## src/hw/rtl/enms_ram.sv

```systemverilog
`default_nettype none

module enms_ram #(
  parameter int WIDTH = 8,
  parameter int DEPTH = 16,
  localparam int AW = $clog2(DEPTH)
) (
  input  logic             clk,
  input  logic             wr_en,
  input  logic [AW-1:0]    wr_addr,
  input  logic [WIDTH-1:0] wr_data,
  input  logic             rd_en,
  input  logic [AW-1:0]    rd_addr,
  output logic [WIDTH-1:0] rd_data
);

  logic [WIDTH-1:0] mem [DEPTH];

  always_ff @(posedge clk) begin
    if (wr_en) begin
      mem[wr_addr] <= wr_data;
    end
    if (rd_en) begin
      rd_data <= mem[rd_addr];
    end
  end

endmodule

`default_nettype wire

```

## config.mk

```make
export PLATFORM = sky130hd
export DESIGN_NAME = enms_ram
export DESIGN_NICKNAME = d
export VERILOG_FILES = /design/src/hw/rtl/enms_ram.sv
export SDC_FILE = /design/constraint.sdc
export NUM_CORES = 1
export LEC_CHECK = 0
export BUFFER_PORTS_ARGS = -buffer_cell sky130_fd_sc_hd__buf_2
export CELL_PAD_IN_SITES_DETAIL_PLACEMENT = 1
export CELL_PAD_IN_SITES_GLOBAL_PLACEMENT = 2
export CORE_AREA = 4 4 150 152
export DETAILED_ROUTE_END_ITERATION = 10
export DIE_AREA = 0 0 154 156
export PLACE_DENSITY = 0.5
export SYNTH_ARGS = -nofsm -noshare
export SYNTH_HDL_FRONTEND = slang
export SYNTH_SLANG_ARGS = --single-unit
```

## constraint.sdc

```tcl
create_clock -name clk -period 2.25 [get_ports clk]
set_input_delay 0.45 -clock clk [delete_from_list [all_inputs] [get_ports clk]]
set_output_delay 0.45 -clock clk [all_outputs]
set_load 0.01 [all_outputs]
```

After elaboration in Yosys (flattened, before gate mapping)
Memory sizes are Yosys's and may differ from the RTL's. A register that Yosys moved wholly into a read port is not among the register bits.
Index checks and enable logic that the tools add are counted.

cells by class
  mux-type cells = 2

operator list
  operator  number
  $mux W1   2

word-level totals
  bits in registers = 0
  bits in writable memories = 128
  input bits = 19
  output and inout bits = 8
  word-level logic and storage cells = 3
  memories = 1

memories
  name  words  bits a word  rd ports  clocked after Yosys merged registers in  write ports  line  source
  mem   16     8            1         1                                        1            17    logic [WIDTH-1:0] mem [DEPTH];

Logic depth before layout (Yosys ltp)
Gate-level depths: netlist of the first run.

  depth after elaboration = 2
  mapped depth = 5

Least setup slack after synthesis of the first run
No wires, ideal clock.

  path type = input to register
  start = input wr_addr[2]
  end = memory mem[0][0], enable pin
  data arrival time = 1.560 ns
  required time = 1.867 ns
  slack = 0.307 ns
  cell stages on the path = 2
  cells stage by stage = or3b_2 nor3_1

RTL lines
  item                line  source
  start: declaration  10    input logic [AW-1:0] wr_addr,
  end: declaration    17

No word-level cell before the write port.

==> metrics.cfg, run 1 <==
[sta]
rsz0062_at_grt=no
hold_violations=0
slew_violations=0
setup_viol=0
finClkSkew_ps=4.42
fin_ws_ps=654
max_freq_mhz=627
tightestPinTransition_ps=422
min_period_ps=1600
relSlewSlack=0.718
tns_ps=0
post-route-period-util=0.709

[drt]
firstDrtPassIters=4
viasPerCell=4.26
drt-initial-drc-count=185
drt_wl_total_mm=11.1
vias=2451
drc=0
drtAntennaViolNets=0
wl_per_cell_um=19.3

[finish]
nNetsFinal=306
n_antenna_cell=0
area_delta_synth_final_pct=21.6
layout-drive-gt1-share=0.310
final_area_sq_um=6360
n_fill_cell=2137

[power_and_ir_drop]
total_power_uw=5700
vdd_ir_drop_max_mv=0.473
power_density_nw_per_um2=896
p_leak_uw=0.00211

[global_route]
grt_pass1_wl_mm=17.1
track_usage=0.0996
grt_pass1_vias=2695
gr-total-overflow=0
antenna_found_initial=1
grt_max_degree=18

[synth]
syn_area_per_cell_sq_um=22.8
yosysUniqueCellTypes=18
synthTopCellsByArea=edfxtp_1 78%, mux4_2 7.8%, mux4_1 7.0%
seq_area_frac_synth=0.781
yosys_warnings=0
synth_fp_nets=248
synth.ff_latch_count=136
yosysTopAreaCell=edfxtp_1
netlist_area_sq_um=5230
synthCells=229
synth_top_area_share=0.781

[min_path]
hold_path_end=rd_data[3]
hold_path.class=in -> reg
hp-start=rd_en
worstHoldPathCells=1

[setup_path]
worst_ep_arrival_time_ps=1740
reg2reg_slack_ps=720
reg2reg_from=mem[9][5]
cp_max_fo=14
reg2reg_depth=3
rr_endpoint=rd_data[5]
crit_type=in -> reg
endpoint_kind=flip-flop
start_kind=primary input
required_ps=2400

[place]
io_buffers=26
pre_cts_ws_ps=201
dpl_cell_area_sq_um=5810
finalWeightedCongestion=0.676
post-dp-hpwl_mm=7.88

[floorplanning]
rows=53
die_w_um=154
coreArea_sq_um=21000
num_io_pins=27
die-area_sq_um=24000
start_util=0.249
die_h_um=156

[clock_network]
cts_tree=yes
cts_inserted_buffers=17
htree_num_levels=4
cts_max_path_buffers=2
cts_hold_buf=0
cts_setup_buffers=0
clkSinkCount=136
clock_latency_ps=410
post_cts_resized=0
cts_root_buffer=clkbuf_16
cts.reportedPaths.clkPinSlew_ps=60

[flow_run]
maxCapViolCount=0

[run_status]
status=finished clean

-- worst max-delay path, stage by stage --
cell and delay [ps]:
buf_2 130, buf_12 180, mux4_1 620, a22oi_1 230, nand2_1 120
-- layout by cell type (no fill, tap or decap), drive strengths merged --
master / Yosys / layout
nor2: 13 / 13
mux4: 32 / 32
and2b: 1 / 1
clkinvlp: 0 / 1
nand3b: 2 / 2
a22oi: 16 / 16
bufinv: 0 / 2
clkinv: 0 / 10
nor2b: 1 / 1
nor3: 4 / 4
nand3: 1 / 1
edfxtp: 136 / 136
buf: 7 / 49
and2: 1 / 1
nand2b: 2 / 2
or3b: 1 / 1
nand2: 9 / 9
clkbuf: 0 / 19
-- cell type report --
class,count,area [sq um],share of cell area
clock buffers,19,433,0.0681
clock inverters,13,111,0.0175
multi-input cells,83,1060,0.166
flip-flops and latches,136,4080,0.642
well taps,275,344,0.0541
repair buffers,49,328,0.0516
-- metrics by stage --
step / instances / utilization / hold WS, ps
2_1_floorplan: 229 / - / 549
3_3_place_gp: 543 / 0.277 / 744
3_5_place_dp: 543 / 0.277 / 761
4_1_cts: 575 / 0.302 / 403
5_1_grt: 575 / 0.302 / 406
6_report: 575 / 0.302 / 413
-- synth_stat cells --
cell type / number
nand2_1: 9
nand3_1: 1
and2b_1: 1
edfxtp_1: 136
and2_1: 1
buf_6: 3
buf_4: 1
or3b_2: 1
nor2_1: 13
mux4_1: 14
nand3b_1: 2
a22oi_1: 16
nand2b_1: 2
clkdlybuf4s25_2: 3
nor3_1: 4
nor2b_1: 1
mux4_2: 18
buf_2: 3
-- sequential cells by signal (all words and copies together) (netlist names) --
register  flops
rd_data       8
mem         128
-- cells by family (layout without fill, tap and decap cells) --
group	count (synthesis)	after routing	share of synthesized area
AO/OA/AOI/OAI	16	16	0.0230
buffers and inverters	10	81	0.0165
flip-flops	136	136	0.781
multiplexers	32	32	0.148
AND/OR/NAND/NOR	35	35	0.0314
-- report_power, final --
part / internal, uW / leakage [uW] / switching [uW]
combinational: 116 / 0.000603 / 156
clock: 1600 / 0.000268 / 957
sequential: 2860 / 0.00124 / 16.2
total: 4570 / 0.00211 / 1130
-- metal layers --
layer | vias up | GRT usage | share of wire
met3 | 14 | 0.0361 | 0.040
met5 | - | 0 | 0.0018
li1 | 1096 | - | -
met4 | 2 | 0.0328 | 0.014
met1 | 1293 | 0.130 | 0.46
met2 | 46 | 0.155 | 0.49
-- worst max-delay path by stage --
stage | start | to | slack (ps) | cells past startpoint
after detailed placement | rd_addr[0] | rd_data[2] | 200 | 5
after global routing | rd_addr[0] | rd_data[2] | 570 | 5
after global placement | rd_addr[0] | rd_data[0] | 230 | 5
after CTS | rd_addr[0] | rd_data[2] | 640 | 5
final | rd_addr[0] | rd_data[5] | 650 | 5
after floorplan | wr_addr[2] | mem[0][0] | 310 | 2
Note: power is estimated with default switching activity, not from simulation.
==> run 2: changes to the inputs <==
- ABC_AREA: default -> 1
- CORE_AREA: 4 4 150 152 -> 4 4 158 160
- DIE_AREA: 0 0 154 156 -> 0 0 162 164
- PLACE_DENSITY: 0.5 -> 0.57
- clock period: 2.25 -> 1.62 ns (I/O delays scaled with it)
==> metrics.cfg, run 2 <==
[run_status]
status=finished clean  ; unchanged

[clock_network]
cts_inserted_buffers=17  ; unchanged
clkSinkCount=136  ; unchanged
cts_hold_buf=0  ; unchanged
cts.reportedPaths.clkPinSlew_ps=60  ; about the same
cts_root_buffer=clkbuf_16  ; unchanged
clock_latency_ps=410  ; about the same
htree_num_levels=4  ; unchanged
cts_max_path_buffers=2  ; unchanged
post_cts_resized=0  ; unchanged
cts_tree=yes  ; unchanged
cts_setup_buffers=0  ; unchanged

[setup_path]
endpoint_kind=output pin  ; was flip-flop
crit_type=reg -> out  ; was in -> reg
start_kind=flip-flop  ; was primary input
crit_chain=buf_2  ; was buf_2 -> buf_12 -> mux4_1 -> a22oi_1 -> nand2_1
cp_max_fo=1  ; was 14
max_stage_delay_ps=410  ; was 620 ps
reg2reg_slack_ps=400  ; was 720 ps
path_buf_inv=1  ; was 2
slowest_stage=edfxtp_1  ; was mux4_1
required_ps=1300  ; was 2400 ps
worst_ep_arrival_time_ps=980  ; was 1740 ps
critical-path-top-delay-family=flip-flops  ; was multiplexers

[power_and_ir_drop]
power_density_nw_per_um2=1150  ; was 896 nW/um^2
vdd_ir_drop_max_mv=0.400  ; was 0.473 mV
p_leak_uw=0.00299  ; was 0.00211 uW

[drt]
drt-initial-drc-count=269  ; was 185
wl_per_cell_um=17.5  ; was 19.3 um
drtAntennaViolNets=0  ; unchanged
viasPerCell=4.09  ; was 4.26
firstDrtPassIters=4  ; unchanged
vias=3838  ; was 2451
drc=0  ; unchanged
drt_wl_total_mm=16.4  ; was 11.1 mm

[place]
io_buffers=26  ; unchanged
dpl_cell_area_sq_um=6540  ; was 5810 sq um
place_inst=906  ; was 543
post-dp-hpwl_mm=11.2  ; was 7.88 mm
finalWeightedCongestion=0.760  ; was 0.676

[min_path]
hold_path.class=in -> reg  ; unchanged

[finish]
n_antenna_cell=0  ; unchanged
nNetsFinal=625  ; was 306
final_common_cell=nand2_1  ; was edfxtp_1
multi_input_area_sq_um=1210  ; was 1060 sq um
seq_area_sq_um=4080  ; unchanged
top_regs=mem (128), rd_data (8)  ; unchanged
mostFrequentLayoutCells=173 x nand2_1, 136 x edfxtp_1, 100 x inv_1  ; was 136 x edfxtp_1, 26 x buf_2, 21 x buf_4
final_core_util=0.303  ; was 0.302
n_fill_cell=2653  ; was 2137
final_area_sq_um=7090  ; was 6360 sq um
stdcell_count=938  ; was 575
layout-drive-gt1-share=0.139  ; was 0.310
top_register=mem  ; unchanged
largest_reg_flops=128  ; unchanged
area_delta_synth_final_pct=21.2  ; was 21.6%

[synth]
synth_fp_nets=570  ; was 248
async_flop_share=0  ; unchanged
netlist_area_sq_um=5850  ; was 5230 sq um
yosysTopAreaCell=edfxtp_1  ; unchanged
synth_ff_type=edfxtp_1  ; unchanged
synthCells=551  ; was 229
synth.top_cells.by_count=173 x nand2_1, 136 x edfxtp_1, 100 x inv_1  ; was 136 x edfxtp_1, 18 x mux4_2, 16 x a22oi_1
synth.most_common_cell=nand2_1  ; was edfxtp_1
synth-edff-count=136  ; unchanged
yosysUniqueCellTypes=11  ; was 18
seq_area_frac_synth=0.698  ; was 0.781
synth.ff_latch_count=136  ; unchanged
synth_top_area_share=0.698  ; was 0.781
yosys_warnings=0  ; unchanged
synthTopCellsByArea=edfxtp_1 70%, nand2_1 11%, nand3_1 8.3%  ; was edfxtp_1 78%, mux4_2 7.8%, mux4_1 7.0%
syn_area_per_cell_sq_um=10.6  ; was 22.8 sq um

[global_route]
antenna_found_initial=0  ; was 1
grtUsageMet2=0.209  ; was 0.155
grt_max_degree=31  ; was 18
met3_usage=0.0201  ; was 0.0361
grt_pass1_vias=4179  ; was 2695
grt_pass1_wl_mm=25.5  ; was 17.1 mm
track_usage=0.131  ; was 0.0996
gr-total-overflow=0  ; unchanged
top_usage_layer=met2  ; unchanged
met1_usage=0.183  ; was 0.130

[sta]
max_freq_mhz=764
post-route-period-util=0.808
setup_viol=0  ; unchanged
rsz0062_at_grt=no  ; unchanged
hold_violations=0  ; unchanged
finClkSkew_ps=6.60  ; was 4.42 ps
tightestPinTransition_ps=474  ; was 422 ps
tns_ps=0  ; unchanged
min_period_ps=1310
relSlewSlack=0.684  ; was 0.718
slew_violations=0  ; unchanged
whs_ps=274  ; was 413 ps

[floorplanning]
rows=56  ; was 53
start_util=0.250  ; was 0.249
num_io_pins=27  ; unchanged
die_w_um=162  ; was 154 um
die-area_sq_um=26600  ; was 24000 sq um
coreArea_sq_um=23400  ; was 21000 sq um
die_h_um=164  ; was 156 um

[flow_run]
maxCapViolCount=0  ; unchanged

## run 2: layout make-up
class,instances,area share
inverters,102,0.0540
well taps,319,0.0563
repair buffers,60,0.0650
clock buffers,20,0.0616
clock inverters,12,0.0154
multi-input cells,289,0.171
flip-flops and latches,136,0.576
## run 2: routing by layer
layer / share of wire / vias up
li1: - / 1889
met1: 0.49 / 1882
met2: 0.47 / 58
met3: 0.039 / 9
met4: 0.0086 / 0
met5: 0 / -
## run 2: cell families (layout without fill, tap and decap cells)
kind of cell           Yosys count  after routing  share of synthesized area
AND/OR/NAND/NOR                289            289                      0.208
flip-flops                     136            136                      0.698
buffers and inverters          126            194                     0.0939
## run 2: where the power goes
group          internal (uW)  switching (uW)  leakage, uW
logic                    174             371      0.00150
clock network           2230            1390     0.000261
registers               3970            23.7      0.00124
## run 2: metrics by stage
| stage | total power [uW] | worst slack (ps) |
|---|---|---|
| after CTS | 8260 | 265 |
| after detailed placement | 4630 | 21.7 |
| after global placement | 4620 | 52.1 |
| after floorplan | 4340 | 345 |
| final | 8150 | 311 |
| after global routing | 8500 | 271 |
## run 2: worst reg2reg max path: stages, from the launching register on
cell and delay, ps:
edfxtp_1 370, nand2_1 80, nand2_1 50, nand2_1 100, nand3_1 130, nand3_1 160
nand2_1 80
## run 2: final timing paths
kind	start	cells after the start	endpoint
worst max-delay path	rd_data[1]	1	rd_data[1]
worst min-delay path	rd_en	1	rd_data[7]
worst max register to register	mem[3][0]	6	rd_data[0]
worst min register to register	mem[13][1]	6	rd_data[1]
==> run 3: changes to the inputs <==
- clock period: 1.62 -> 1.3 ns (I/O delays scaled with it)
==> metrics.cfg, run 3 (synthesis gave the netlist of run 2 again) <==
[sta]
min_period_ps=1290
setup_viol=0  ; unchanged
rsz0062_at_grt=yes  ; was no
fin_ws_ps=11.1  ; was 311 ps
finClkSkew_ps=6.74  ; was 6.60 ps
tightestPinTransition_ps=469  ; was 474 ps
post-route-period-util=0.991
relSlewSlack=0.687  ; was 0.684
tns_ps=0  ; unchanged
hold_violations=0  ; unchanged
max_freq_mhz=776
slew_violations=0  ; unchanged

[power_and_ir_drop]
p_leak_uw=0.00307  ; was 0.00299 uW
total_power_uw=11500  ; was 8150 uW
power_density_nw_per_um2=1580  ; was 1150 nW/um^2
vdd_ir_drop_max_mv=0.764  ; was 0.400 mV
internal-power_uw=9130  ; was 6370 uW
p_switching_uw=2320  ; was 1790 uW
seq_power_share=0.434  ; was 0.489
switching_share=0.203  ; was 0.219
pwr-share-comb=0.060  ; was 0.067
pwr-share-clk=0.506  ; was 0.444

[place]
pre_cts_ws_ps=-357  ; was 21.7 ps
place_inst=908  ; was 906
post-dp-hpwl_mm=11.0  ; was 11.2 mm
io_buffers=26  ; unchanged
dpl_cell_area_sq_um=6540  ; about the same
finalWeightedCongestion=0.724  ; was 0.760

[drt]
drc=0  ; unchanged
drt_wl_total_mm=16.7  ; was 16.4 mm
wl_per_cell_um=17.8  ; was 17.5 um
firstDrtPassIters=4  ; unchanged
drt-initial-drc-count=183  ; was 269
vias=3938  ; was 3838
drtAntennaViolNets=0  ; unchanged
viasPerCell=4.19  ; was 4.09

[clock_network]
clock_latency_ps=420  ; was 410 ps
cts_setup_buffers=0  ; unchanged
cts_tree=yes  ; unchanged
cts_max_path_buffers=2  ; unchanged
htree_num_levels=4  ; unchanged
cts.reportedPaths.clkPinSlew_ps=60  ; about the same
clkSinkCount=136  ; unchanged
cts_root_buffer=clkbuf_16  ; unchanged
cts_inserted_buffers=17  ; unchanged

[global_route]
grt_pass1_vias=4272  ; was 4179
grt_pass1_wl_mm=26.0  ; was 25.5 mm
antenna_found_initial=0  ; unchanged
track_usage=0.134  ; was 0.131
grt_max_degree=53  ; was 31
gr-total-overflow=0  ; unchanged

[setup_path]
endpoint_kind=output pin  ; unchanged
critical-path-top-delay-family=flip-flops  ; unchanged
path_buf_inv=1  ; unchanged
required_ps=1040  ; was 1300 ps
worst_ep_arrival_time_ps=1030  ; was 980 ps
crit_type=reg -> out  ; unchanged
crit_chain=buf_6  ; was buf_2
cp_max_fo=1  ; unchanged
slowest_stage=edfxtp_1  ; unchanged
max_stage_delay_ps=450  ; was 410 ps
start_kind=flip-flop  ; unchanged

[floorplanning]
coreArea_sq_um=23400  ; unchanged
rows=56  ; unchanged
die_w_um=162  ; unchanged
die_h_um=164  ; unchanged
start_util=0.250  ; unchanged
num_io_pins=27  ; unchanged
die-area_sq_um=26600  ; unchanged

[finish]
area_delta_synth_final_pct=24.1  ; was 21.2%
nNetsFinal=627  ; was 625
layout-drive-gt1-share=0.150  ; was 0.139
top_register=mem  ; unchanged
top_regs=mem (128), rd_data (8)  ; unchanged
n_fill_cell=2657  ; was 2653
stdcell_count=940  ; was 938
final_area_sq_um=7250  ; was 7090 sq um
final_common_cell=nand2_1  ; unchanged
largest_reg_flops=128  ; unchanged
n_antenna_cell=0  ; unchanged
mostFrequentLayoutCells=173 x nand2_1, 136 x edfxtp_1, 100 x inv_1  ; unchanged

[run_status]
status=finished clean  ; unchanged

[min_path]
hold_path.class=in -> reg  ; unchanged

[flow_run]
maxCapViolCount=0  ; unchanged

run 3: cell count changes in the layout (fill, tap and decap cells not counted), sizes merged:
| cell | previous run | this run |
|---|---|---|
| bufinv | 2 | 8 |
| clkinv | 8 | 4 |
| buf | 60 | 62 |
| clkbuf | 20 | 18 |
run 3: repair_timing:
| action | 4_1_cts | 5_1_grt |
|---|---|---|
| setup endpoints to repair | 2 | 2 |
| endpoints found under the hold margin | 0 | 0 |
| resized for setup | 0 | 1 |
| hold buffers | 0 | 0 |
run 3: worst paths after layout:
path                            startpoint          to  slack (ps)  cells past startpoint
worst min register to register  mem[11][1]  rd_data[1]         760                      6
worst min-delay path                 rd_en  rd_data[6]         230                      1
worst max-delay path            rd_data[1]  rd_data[1]          10                      1
worst max register to register   mem[1][4]  rd_data[4]         110                      6
run 3: area by class of cell:
type                    instances  area [sq um]  area share
flip-flops and latches        136          4080       0.563
inverters                     102           383      0.0528
multi-input cells             289          1210       0.167
clock buffers                  18           429      0.0592
repair buffers                 62           469      0.0647
well taps                     319           399      0.0550
clock inverters                14           277      0.0381
run 3: worst register-to-register path, stage by stage (launching register included):
cell      delay (ps)
edfxtp_1         360
inv_1             60
nand2_1           60
nand3_1           90
nand3_1          110
nand3_1          110
nand2_1          130
run 3: power groups by stage:
stage	clock (uW)	combinational [uW]	sequential, uW
global route	6080	778	4980
global placement	0	699	5060
CTS	5920	710	4970
floorplan	0	346	5060
finish	5790	689	4970
detailed placement	0	705	5070
run 3: routing by layer:
metal	routed length [um]	global-route usage
met1	8250	0.182
met2	7780	0.219
met3	420	0.0201
met4	266	0.0488
met5	0	0
run 3: stage by stage:
stage / hold slack (ps) / util
after floorplan: 359 / -
after global placement: 664 / 0.280
after detailed placement: 662 / 0.280
after CTS: 215 / 0.310
after global routing: 219 / 0.310
final: 227 / 0.310
